## config.mk

```make
export PLATFORM = sky130hd
export DESIGN_NAME = first_substring_match
export DESIGN_NICKNAME = d
export VERILOG_FILES = /design/src/fsmatch_pkg.sv /design/src/fsmatch_cell.sv /design/src/first_substring_match.sv
export SDC_FILE = /design/constraint.sdc
export NUM_CORES = 1
export LEC_CHECK = 0
export ABC_AREA = 1
export BUFFER_PORTS_ARGS = -buffer_cell sky130_fd_sc_hd__buf_4
export CORE_UTILIZATION = 30
export DETAILED_ROUTE_END_ITERATION = 7
export PLACE_DENSITY = 0.45
export SYNTH_ARGS = -nofsm -noshare
export SYNTH_HDL_FRONTEND = slang
export SYNTH_SLANG_ARGS = --single-unit
```

## constraint.sdc

```tcl
create_clock -name clk -period 6.2 [get_ports clk]
set_input_delay 0.93 -clock clk [delete_from_list [all_inputs] [get_ports clk]]
set_output_delay 0.93 -clock clk [all_outputs]
set_load 0.005 [all_outputs]
```

## src/fsmatch_pkg.sv

```systemverilog
// Package for first_substring_match: request codes, result codes, pipeline tags
// and the control bundle passed to the compare cells.
// No dependencies.
`default_nettype none

package fsmatch_pkg;

    localparam logic [1:0] MODE_CLEAR   = 2'd0;
    localparam logic [1:0] MODE_PATTERN = 2'd1;
    localparam logic [1:0] MODE_TEXT    = 2'd2;
    localparam logic [1:0] MODE_END     = 2'd3;

    localparam logic [1:0] STATUS_FOUND     = 2'd0;
    localparam logic [1:0] STATUS_NOT_FOUND = 2'd1;
    localparam logic [1:0] STATUS_TOO_LONG  = 2'd2;

    typedef enum logic [1:0] {
        TAG_NONE  = 2'd0,
        TAG_CHECK = 2'd1,
        TAG_END   = 2'd2,
        TAG_CLEAR = 2'd3
    } tag_kind_t;

    typedef struct packed {
        logic clear;
        logic shift_text;
        logic shift_pat;
        logic capture;
    } cell_ctrl_t;

endpackage

`default_nettype wire

```

## src/fsmatch_cell.sv

```systemverilog
// One position of the search window: a text byte, a pattern byte and its valid bit,
// all shifting towards the lower neighbour. Depends on fsmatch_pkg.
`default_nettype none

module fsmatch_cell
    import fsmatch_pkg::*;
(
    input  wire logic       clk,
    input  wire logic       rst_n,
    input  wire cell_ctrl_t ctrl,
    input  wire logic [7:0] text_in,
    input  wire logic [7:0] pat_in,
    input  wire logic       pvalid_in,
    output logic [7:0]      text_out,
    output logic [7:0]      pat_out,
    output logic            pvalid_out,
    output logic            ok
);

    logic [7:0] win_reg;
    logic [7:0] pat_reg;
    logic       pvalid_reg;
    logic       ok_reg;
    logic       ok_next;

    assign ok_next = !pvalid_reg || (win_reg == pat_reg);

    always_ff @(posedge clk or negedge rst_n)
    begin
        if (!rst_n)
        begin
            win_reg    <= 8'd0;
            pvalid_reg <= 1'b0;
        end
        else
        begin
            if (ctrl.shift_text)
            begin
                win_reg <= text_in;
            end
            if (ctrl.clear)
            begin
                pvalid_reg <= 1'b0;
            end
            else if (ctrl.shift_pat)
            begin
                pvalid_reg <= pvalid_in;
            end
        end
    end

    // payload, no reset
    always_ff @(posedge clk)
    begin
        if (ctrl.shift_pat)
        begin
            pat_reg <= pat_in;
        end
        if (ctrl.capture)
        begin
            ok_reg <= ok_next;
        end
    end

    assign text_out   = win_reg;
    assign pat_out    = pat_reg;
    assign pvalid_out = pvalid_reg;
    assign ok         = ok_reg;

endmodule

`default_nettype wire

```

## src/first_substring_match.sv

```systemverilog
// Top level of the streaming first-substring search: request decode, counters,
// compare-cell row and result register. Depends on fsmatch_pkg, fsmatch_cell.
//
// Usage:
//   Input channel (mode, data_byte, in_valid/in_ready): mode 0 clears and starts
//   a search, mode 1 appends a pattern byte, mode 2 streams a text byte, mode 3
//   ends the text and asks for the result.
//   Output channel (status, match_position, out_valid/out_ready): one result per
//   end-of-text request.
//   Throughput: one request per cycle while in_ready is high. Each text byte
//   shifts into a row of MAX_PATTERN cells; the cells compare in parallel and
//   register a hit bit, and the hit bits are then reduced into the match flag.
//   A request passes through the pipeline tag registers s1 and s2 before it
//   retires; an end-of-text result is then registered in the output register.
//   Stall: while a result waits in the output register, requests keep flowing;
//   in_ready drops only when a second end-of-text request reaches the last stage
//   with the output register still full and out_ready low.
//   Reset: asynchronous, active low; counters, flags and pipeline tags are
//   cleared. Pattern bytes are undefined until written.
`default_nettype none

module first_substring_match
    import fsmatch_pkg::*;
#(
    parameter int MAX_PATTERN = 32,
    parameter int MAX_TEXT    = 65536
)
(
    input  wire logic        clk,
    input  wire logic        rst_n,
    input  wire logic [1:0]  mode,
    input  wire logic [7:0]  data_byte,
    input  wire logic        in_valid,
    output logic             in_ready,
    output logic [1:0]       status,
    output logic [15:0]      match_position,
    output logic             out_valid,
    input  wire logic        out_ready
);

    localparam int LW  = $clog2(MAX_PATTERN + 1);
    localparam int CW  = $clog2(MAX_TEXT + 1);
    localparam int DW0 = (CW > LW) ? CW : LW;
    localparam int DW  = (DW0 > 16) ? DW0 : 16;

    typedef struct packed {
        tag_kind_t   kind;
        logic [15:0] index;
        logic        ovf;
        logic        empty;
    } tag_t;

    logic [LW-1:0] pat_len_reg;
    logic          pat_ovf_reg;
    logic [CW-1:0] text_cnt_reg;
    logic          match_reg;
    logic [15:0]   match_idx_reg;
    tag_t          s1_reg, s1_next;
    tag_t          s2_reg;
    logic          out_valid_reg;
    logic [1:0]    status_reg;
    logic [15:0]   pos_reg;

    logic          advance;
    logic          accept;
    logic          do_text;
    logic          do_pat;
    logic          pat_full;
    logic [CW-1:0] cnt_new;
    logic [DW-1:0] diff;
    cell_ctrl_t    ctrl;

    logic [7:0]             text_link [MAX_PATTERN];
    logic [7:0]             pat_link  [MAX_PATTERN];
    logic [MAX_PATTERN-1:0] pv_link;
    logic [MAX_PATTERN-1:0] ok_vec;

    assign advance  = !((s2_reg.kind == TAG_END) && out_valid_reg && !out_ready);
    assign in_ready = advance;
    assign accept   = in_valid && advance;
    assign pat_full = (pat_len_reg == LW'(MAX_PATTERN));
    assign do_text  = accept && (mode == MODE_TEXT) && (text_cnt_reg != CW'(MAX_TEXT));
    assign do_pat   = accept && (mode == MODE_PATTERN) && (text_cnt_reg == '0);
    assign cnt_new  = text_cnt_reg + CW'(1);
    assign diff     = DW'(cnt_new) - DW'(pat_len_reg);

    assign ctrl.clear      = accept && (mode == MODE_CLEAR);
    assign ctrl.shift_text = do_text;
    assign ctrl.shift_pat  = do_pat && !pat_full;
    assign ctrl.capture    = advance;

    always_comb
    begin
        s1_next.kind  = TAG_NONE;
        s1_next.index = diff[15:0];
        s1_next.ovf   = pat_ovf_reg;
        s1_next.empty = (pat_len_reg == '0);
        if (accept)
        begin
            case (mode)
                MODE_CLEAR:
                begin
                    s1_next.kind = TAG_CLEAR;
                end
                MODE_TEXT:
                begin
                    if (do_text && (pat_len_reg != '0) &&
                        (DW'(cnt_new) >= DW'(pat_len_reg)))
                    begin
                        s1_next.kind = TAG_CHECK;
                    end
                end
                MODE_END:
                begin
                    s1_next.kind = TAG_END;
                end
                default:
                begin
                    s1_next.kind = TAG_NONE;
                end
            endcase
        end
    end

    genvar j;
    generate
        for (j = 0; j < MAX_PATTERN; j++)
        begin : g_cell
            logic [7:0] t_in;
            logic [7:0] p_in;
            logic       v_in;
            if (j == MAX_PATTERN - 1)
            begin : g_last
                assign t_in = data_byte;
                assign p_in = data_byte;
                assign v_in = 1'b1;
            end
            else
            begin : g_mid
                assign t_in = text_link[j+1];
                assign p_in = pat_link[j+1];
                assign v_in = pv_link[j+1];
            end
            fsmatch_cell u_cell (
                .clk        (clk),
                .rst_n      (rst_n),
                .ctrl       (ctrl),
                .text_in    (t_in),
                .pat_in     (p_in),
                .pvalid_in  (v_in),
                .text_out   (text_link[j]),
                .pat_out    (pat_link[j]),
                .pvalid_out (pv_link[j]),
                .ok         (ok_vec[j])
            );
        end
    endgenerate

    always_ff @(posedge clk or negedge rst_n)
    begin
        if (!rst_n)
        begin
            pat_len_reg   <= '0;
            pat_ovf_reg   <= 1'b0;
            text_cnt_reg  <= '0;
            match_reg     <= 1'b0;
            match_idx_reg <= '0;
            s1_reg        <= '{kind: TAG_NONE, index: '0, ovf: 1'b0, empty: 1'b0};
            s2_reg        <= '{kind: TAG_NONE, index: '0, ovf: 1'b0, empty: 1'b0};
            out_valid_reg <= 1'b0;
        end
        else
        begin
            if (ctrl.clear)
            begin
                pat_len_reg  <= '0;
                pat_ovf_reg  <= 1'b0;
                text_cnt_reg <= '0;
            end
            else
            begin
                if (do_pat)
                begin
                    if (pat_full)
                    begin
                        pat_ovf_reg <= 1'b1;
                    end
                    else
                    begin
                        pat_len_reg <= pat_len_reg + LW'(1);
                    end
                end
                if (do_text)
                begin
                    text_cnt_reg <= cnt_new;
                end
            end

            if (advance && (s2_reg.kind == TAG_END))
            begin
                out_valid_reg <= 1'b1;
            end
            else if (out_ready)
            begin
                out_valid_reg <= 1'b0;
            end

            if (advance)
            begin
                s1_reg <= s1_next;
                s2_reg <= s1_reg;
                case (s2_reg.kind)
                    TAG_CLEAR:
                    begin
                        match_reg     <= 1'b0;
                        match_idx_reg <= '0;
                    end
                    TAG_CHECK:
                    begin
                        if (!match_reg && (&ok_vec))
                        begin
                            match_reg     <= 1'b1;
                            match_idx_reg <= s2_reg.index;
                        end
                    end
                    default:
                    begin
                    end
                endcase
            end
        end
    end

    always_ff @(posedge clk)
    begin
        if (advance && (s2_reg.kind == TAG_END))
        begin
            if (s2_reg.ovf)
            begin
                status_reg <= STATUS_TOO_LONG;
                pos_reg    <= '0;
            end
            else if (s2_reg.empty)
            begin
                status_reg <= STATUS_FOUND;
                pos_reg    <= '0;
            end
            else if (match_reg)
            begin
                status_reg <= STATUS_FOUND;
                pos_reg    <= match_idx_reg;
            end
            else
            begin
                status_reg <= STATUS_NOT_FOUND;
                pos_reg    <= '0;
            end
        end
    end

    assign out_valid      = out_valid_reg;
    assign status         = status_reg;
    assign match_position = pos_reg;

`ifndef NO_ASSERTIONS
    a_status_code: assert property (@(posedge clk) disable iff (!rst_n)
        out_valid_reg |-> (status_reg <= STATUS_TOO_LONG))
        else $error("illegal status code");

    a_pos_zero: assert property (@(posedge clk) disable iff (!rst_n)
        (out_valid_reg && (status_reg != STATUS_FOUND)) |-> (pos_reg == 16'd0))
        else $error("position not zero without a match");

    a_len_bound: assert property (@(posedge clk) disable iff (!rst_n)
        pat_len_reg <= LW'(MAX_PATTERN))
        else $error("pattern length beyond maximum");

    a_stall_cause: assert property (@(posedge clk) disable iff (!rst_n)
        !in_ready |-> ((s2_reg.kind == TAG_END) && out_valid_reg))
        else $error("input stalled without a pending result");

    a_match_after_clear: assert property (@(posedge clk) disable iff (!rst_n)
        (advance && (s2_reg.kind == TAG_CLEAR)) |=> !match_reg)
        else $error("match flag survived a clear");
`endif

endmodule

`default_nettype wire
```

==> load_flow_metrics.sql, run 1 <==
INSERT INTO impl_metrics (metric_group, metric, value, unit) VALUES
('timing', 'layout_min_cycle_time', '4.06', 'ns'),
('clock_network', 'clk_latency', '0.61', 'ns'),
('route', 'routed_wirelength', '58300', 'µm'),
('global_route', 'grt_first_pass_wirelength', '96200', 'µm'),
('timing', 'finalHoldViolations', '0', ''),
('route', 'via_count', '16600', ''),
('final_layout', 'antenna-diode-count', '0', ''),
('final_layout', 'area.growth.synth_to_final', '14.2', '%'),
('yosys', 'synthesized_instance_count', '2466', ''),
('timing', 'setup_viol', '0', ''),
('power', 'vdd.ir_drop.worst', '0.170', 'mV'),
('power', 'netSwitchingPower', '3.19', 'mW'),
('final_layout', 'fraction_of_layout_cells_with_a_size_suffix_above_1', '0.0880', ''),
('power', 'pwr_density_cell', '372', 'nW/µm²'),
('route', 'post_drt_via_cell_ratio', '4.44', ''),
('route', 'detail-route-antenna-nets', '0', ''),
('yosys', 'synth_ff_type', 'dfrtp_1', ''),
('yosys', 'ys_ff_latch', '676', ''),
('yosys', 'number_of_synthesized_flops_with_an_enable_pin', '306', ''),
('clock_network', 'cts_buffer_depth', '3', ''),
('die', 'fp.dieArea', '93000', 'µm²'),
('power', 'clkPwrFrac', '0.370', ''),
('clock_network', 'cts_tree', 'done', ''),
('die', 'floorplan.initialDensity', '0.305', ''),
('worst_setup_path', 'path_cells', 'nor2_1, inv_2, nor2_2, clkinv_2, buf_4, nand2_2, nor2_1, nand2_8, buf_4, nand2_1, o22ai_1', ''),
('clock_network', 'tritoncts_num_sinks', '676', ''),
('power', 'power.internal', '8.53', 'mW'),
('final_layout', 'mostFrequentLayoutCell', 'nand2_1', ''),
('global_route', 'pin_count_of_the_biggest_net_entering_global_routing', '197', ''),
('timing', 'fraction_of_the_cycle_the_final_worst_path_needs', '0.654', ''),
('die', 'die_width', '305', 'µm'),
('run', 'timing.max_cap.violations', '0', ''),
('route', 'drt-initial-drc-count', '1090', ''),
('worst_setup_path', 'critical_path.max_fanout', '79', ''),
('yosys', 'yosysWarnings', '0', ''),
('timing', 'timing_worst_slew_pin_value', '1.16', 'ns'),
('die', 'die_h', '305', 'µm'),
('placed_design', 'gp_congestion', '0.787', ''),
('clock_network', 'clock_tree.root_cell', 'clkbuf_16', ''),
('worst_hold_path', 'timing.hold.worst.class', 'in2async', ''),
('final_layout', 'most-common-layout-cells', '822 x nand2_1, 370 x dfrtp_1, 306 x edfxtp_1, 161 x xnor2_1, 128 x inv_1', ''),
('global_route', 'first_global_vias', '17200', ''),
('yosys', 'synth_fp_nets', '2494', ''),
('final_layout', 'finish.net_count', '2534', ''),
('run_status', 'status', 'finished clean', ''),
('placed_design', 'dp.final_hpwl', '34900', 'µm'),
('global_route', 'grtUsageTotal', '0.129', ''),
('clock_network', 'cts-buffers-inserted', '77', ''),
('worst_setup_path', 'timing.rr.start', 's2_reg[18]', ''),
('worst_setup_path', 'worstPathBufferInverterCount', '4', ''),
('worst_setup_path', 'crit_path_max_incr_delay', '0.84', 'ns'),
('yosys', 'synthesis.area_per_instance', '11.2', 'µm²'),
('final_layout', 'postLayoutCoreUtil', '0.348', ''),
('worst_setup_path', 'crit_arrival', '4.57', 'ns'),
('worst_setup_path', 'cp-end-kind', 'flip-flop', ''),
('clock_network', 'clk_transition_reported_paths', '0.06', 'ns'),
('timing', 'timing.final.max_slew_violations', '0', ''),
('power', 'share_comb_of_total_power', '0.134', ''),
('route', 'detail_route.drc_violations', '0', ''),
('timing', 'maximum_clock_frequency', '246', 'MHz'),
('yosys', 'ys_seq_area_frac', '0.670', ''),
('clock_network', 'cts_setup_buffers', '0', ''),
('clock_network', 'cts_hold_buf', '0', ''),
('timing', 'grt_setup_unrepaired', 'no', ''),
('global_route', 'grt_antenna_before_repair', '0', ''),
('timing', 'setup_tns', '0', 'ns'),
('worst_setup_path', 'critical_path.startpoint', 's2_reg[18]', ''),
('placed_design', 'io_buffers', '33', ''),
('die', 'core_area', '90400', 'µm²'),
('route', 'detail_route.wl_per_cell', '15.6', 'µm'),
('yosys', 'synth.lib_cells_used.distinct', '41', '');
## through the flow
step                worst slack [ns]  area [µm²]  power [mW]  std cells  hold WS, ns
floorplan                       1.04       27500        6.95       2466        0.423
global placement                1.57       29000        7.46       3603        0.449
detailed placement              1.56       29000        7.50       3603        0.455
CTS                             2.08       31400        11.9       3745        0.366
global route                    1.70       31400        12.4       3745        0.383
finish                          2.14       31400        11.7       3745        0.353
## routing by layer
metal	global-route usage	part of all wire	vias to the layer above
met3	0.0227	0.032	88
met4	0.0369	0.022	0
met1	0.181	0.49	8109
met2	0.202	0.46	210
li1	-	-	8234
met5	0	0	-
## power groups by stage
stage               logic, mW  clock network (mW)  registers (mW)
finish                   1.57                4.34            5.81
global route             1.83                4.65            5.90
CTS                      1.61                4.48            5.82
detailed placement       1.60                   0            5.90
global placement         1.58                   0            5.88
floorplan                1.16                   0            5.79
## synth_stat cells (all sizes together) (2+ instances only)
library cell  instances  area [µm²]
ha                   13         163
a221oi                2        17.5
clkbuf               26        97.6
nand2               841        3220
o31ai                 3        22.5
o41ai                30         263
a21oi                 7        35.0
xor2                 81         709
nand3               118         601
o22ai                13        81.3
nand4                49         307
buf                  57         309
or2                  21         131
edfxtp              306        9190
nor4                  6        43.8
o21ai               127         636
o211ai                2        15.0
dfrtp               370        9260
xnor2               161        1410
nor2                 77         390
nor3                  9        50.1
a31oi                 4        25.0
inv                 137         514
## area by class of cell
cell class	instances	area (µm²)
Fill cell	8956	59000
Sequential cell	676	18400
Multi-Input combinational cell	1569	8190
Clock buffer	121	2250
Tap cell	1176	1470
Inverter	138	536
Timing Repair Buffer	44	388
Clock inverter	21	164
## worst paths after layout
check                                                      to  slack [ns]  cells after the start
max in group asynchronous       g_cell[14].u_cell.text_out[4]        4.36                      2
worst max-delay path                          text_cnt_reg[9]        2.14                     11
worst min-delay path                        match_idx_reg[14]        0.35                      1
min in group clk                 g_cell[14].u_cell.pat_out[1]        0.46                      0
worst max register to register                text_cnt_reg[9]        2.14                     11
worst min register to register   g_cell[14].u_cell.pat_out[1]        0.46                      0
## worst register-to-register path, cell delays in order (launching register included)
cell and delay (ns):
dfrtp_1 0.38, nor2_1 0.24, inv_2 0.09, nor2_2 0.84
clkinv_2 0.18, buf_4 0.27, nand2_2 0.13, nor2_1 0.10
nand2_8 0.11, buf_4 0.65, nand2_1 0.62, o22ai_1 0.35
## logic make-up (layout without fill, tap and decap cells)
group	Yosys count	after routing	synth area share
DFF	676	676	0.670
and+or+nand+nor	1124	1124	0.173
buffers and inverters	221	324	0.0336
AOI/OAI and AO/OA	189	189	0.0400
xor gates and xnor gates	242	242	0.0770
adders and majority gates	14	14	0.00663
Power figures use the tool's default switching activity.
==> run 2, diff against run 1 <==
Settings changed: PLACE_DENSITY 0.45 to 0.46.
Clock period 6.2 ns to 3.35 ns, I/O delays scaled along.
==> load_flow_metrics.sql, run 2 (same netlist as run 1, synthesis figures left out) <==
INSERT INTO impl_metrics (metric_group, metric, value, unit) VALUES
('worst_setup_path', 'stages_on_worst_setup_path', '18', ''),
('global_route', 'pin_count_of_the_biggest_net_entering_global_routing', '118', ''),
('timing', 'finalHoldViolations', '0', ''),
('timing', 'worst_slew_margin_rel', '0.518', ''),
('worst_hold_path', 'timing.hold.worst.class', 'in2reg', ''),
('die', 'fp.dieArea', '93000', 'µm²'),
('placed_design', 'io_buffers', '33', ''),
('global_route', 'first_global_vias', '17400', ''),
('worst_setup_path', 'setup.reg_to_reg.worst_slack', '0.65', 'ns'),
('worst_setup_path', 'timing.rr.start', 'text_cnt_reg[0]', ''),
('worst_setup_path', 'terminus_of_the_critical_flop_to_flop_path', 's1_reg[18]', ''),
('power', 'vdd.ir_drop.worst', '0.333', 'mV'),
('route', 'post_drt_via_cell_ratio', '4.48', ''),
('final_layout', 'most-common-layout-cells', '822 x nand2_1, 370 x dfrtp_1, 306 x edfxtp_1, 161 x xnor2_1, 128 x inv_1', ''),
('placed_design', 'place_inst', '3618', ''),
('final_layout', 'area.growth.synth_to_final', '15.3', '%'),
('timing', 'setup_viol', '0', ''),
('route', 'drt-initial-drc-count', '1015', ''),
('worst_setup_path', 'critical_path.max_fanout', '6', ''),
('worst_setup_path', 'path_cells', 'ha_1, nand2_1, nor2_4, xor2_1, inv_1, ha_1, a21oi_1, nand3_1, nand2_1, nand2_2, nor2_4, nand2_2, nor2_2, nand2_1, nand2_1, nand2_1, nand2_1, nand2_1', ''),
('final_layout', 'final.fill_count', '8920', ''),
('timing', 'timing.final.max_slew_violations', '0', ''),
('worst_hold_path', 'hold_start', 'data_byte[1]', ''),
('clock_network', 'clk_transition_reported_paths', '0.06', 'ns'),
('timing', 'timing_worst_slew_pin_value', '0.714', 'ns'),
('clock_network', 'cts_setup_buffers', '0', ''),
('timing', 'maximum_clock_frequency', '371', 'MHz'),
('clock_network', 'clock_tree.root_cell', 'clkbuf_16', ''),
('die', 'die_h', '305', 'µm'),
('die', 'num_rows', '110', ''),
('timing', 'grt_setup_unrepaired', 'no', ''),
('worst_setup_path', 'cpMaxStageDelayCell', 'dfrtp_1', ''),
('worst_setup_path', 'worstPathBufferInverterCount', '1', ''),
('worst_setup_path', 'crit_family', 'simple AND/OR/NAND/NOR gates', ''),
('clock_network', 'h-tree-depth', '3', ''),
('die', 'die_width', '305', 'µm'),
('global_route', 'grt_remaining_overflow', '0', ''),
('clock_network', 'clk_latency', '0.61', 'ns'),
('worst_setup_path', 'cp-end-kind', 'flip-flop', ''),
('die', 'core_area', '90400', 'µm²'),
('worst_setup_path', 'crit_arrival', '3.20', 'ns'),
('clock_network', 'cts_buffer_depth', '3', ''),
('route', 'via_count', '16800', ''),
('route', 'detail-route-antenna-nets', '0', ''),
('global_route', 'grt_first_pass_wirelength', '96900', 'µm'),
('clock_network', 'tritoncts_num_sinks', '676', ''),
('run_status', 'status', 'finished clean', ''),
('route', 'detail_route.wl_per_cell', '15.6', 'µm'),
('placed_design', 'gp_congestion', '0.815', ''),
('clock_network', 'cts_hold_buf', '1', ''),
('run', 'timing.max_cap.violations', '0', ''),
('worst_setup_path', 'setup.worst_path.start_class', 'flip-flop', ''),
('power', 'pwr_density_cell', '689', 'nW/µm²'),
('worst_setup_path', 'timing.critical_path.mode_cell', 'nand2_1', ''),
('clock_network', 'cts_resized', '0', ''),
('die', 'design.portCount', '34', ''),
('global_route', 'grtUsageTotal', '0.130', ''),
('clock_network', 'cts_tree', 'done', ''),
('worst_setup_path', 'worstRegToRegCells', '18', ''),
('final_layout', 'mostFrequentLayoutCell', 'nand2_1', ''),
('worst_setup_path', 'timing.critical_path.required', '3.85', 'ns'),
('placed_design', 'pre_cts_slack', '0.651', 'ns'),
('placed_design', 'dp.final_hpwl', '36600', 'µm'),
('worst_setup_path', 'crit_path_max_incr_delay', '0.41', 'ns'),
('worst_hold_path', 'worst_hold_path.num_cells', '1', ''),
('clock_network', 'cts-buffers-inserted', '76', ''),
('global_route', 'grt_antenna_before_repair', '1', ''),
('worst_hold_path', 'hold_end', 'g_cell[31].u_cell.pat_out[1]', ''),
('timing', 'setup_tns', '0', 'ns'),
('final_layout', 'postLayoutCoreUtil', '0.351', ''),
('timing', 'skew', '0.0253', 'ns'),
('final_layout', 'fraction_of_layout_cells_with_a_size_suffix_above_1', '0.0933', ''),
('final_layout', 'final-instance-count-excl-fill', '3759', ''),
('worst_setup_path', 'worst-setup-path-type', 'reg2reg', ''),
('route', 'detailedRoute.firstPassIterationCount', '5', ''),
('final_layout', 'antenna-diode-count', '0', ''),
('die', 'floorplan.initialDensity', '0.305', ''),
('route', 'detail_route.drc_violations', '0', ''),
('power', 'power.static_leakage', '13.4', 'nW'),
('route', 'routed_wirelength', '58500', 'µm'),
('timing', 'layout_min_cycle_time', '2.70', 'ns'),
('timing', 'fraction_of_the_cycle_the_final_worst_path_needs', '0.805', ''),
('final_layout', 'finish.net_count', '2549', ''),
('timing', 'pnr_worst_setup_slack', '0.653', 'ns');
## run 2: changes by cell type in the layout (fill, tap and decap cells not counted), moves of 2 or more
cell and change:
buf_12 +10, clkinv_2 -2, clkinv_1 +5, clkbuf_1 -7, buf_4 +5, bufinv_16 +3
## run 2: layout make-up
cell class                 count  area (µm²)  share of cell area
multi-input combinational   1569        8190               0.258
sequential                   676       18400               0.581
clock inverter                25         246             0.00776
inverter                     138         536              0.0169
clock buffer                 115        2240              0.0706
tap                         1176        1470              0.0463
timing repair buffer          60         636              0.0200
## run 2: where the power goes
part | switching, mW | internal [mW]
logic | 1.73 | 1.19
registers | 0.828 | 9.91
clock network | 3.30 | 4.93
total | 5.86 | 16.0
## run 2: layer usage
metal / up-vias / track usage / share of wire
met5: - / 0 / 0
met4: 0 / 0.0366 / 0.021
met3: 83 / 0.0239 / 0.034
met2: 236 / 0.205 / 0.46
met1: 8260 / 0.181 / 0.48
li1: 8265 / - / -
## run 2: metrics by stage
step                      hold WS (ns)  area, µm²  power, mW
after floorplan                  0.207      27500       12.8
after global placement           0.449      29300       13.8
after detailed placement         0.455      29300       13.9
after CTS                       0.0263      31800       22.3
after global routing            0.0282      31800       23.1
final                           0.0736      31800       21.9
## run 2: worst max path at each step
stage	end	slack, ns	from
after global placement	s1_reg[18]	0.64	text_cnt_reg[0]
after CTS	s1_reg[18]	0.64	text_cnt_reg[0]
after detailed placement	s1_reg[18]	0.65	text_cnt_reg[0]
final	s1_reg[18]	0.65	text_cnt_reg[0]
after floorplan	g_cell[0].u_cell.pat_out[0]	0.37	text_cnt_reg[0]
after global routing	s1_reg[18]	0.38	text_cnt_reg[1]
## run 2: worst register-to-register path: stages (launching register included)
cell     delay [ns]
dfrtp_1        0.41
ha_1           0.25
nand2_1        0.11
nor2_4         0.17
xor2_1         0.22
inv_1          0.07
ha_1           0.35
a21oi_1        0.16
nand3_1        0.10
nand2_1        0.10
nand2_2        0.10
nor2_4         0.13
nand2_2        0.08
nor2_2         0.07
nand2_1        0.06
nand2_1        0.06
nand2_1        0.06
nand2_1        0.05
nand2_1        0.05
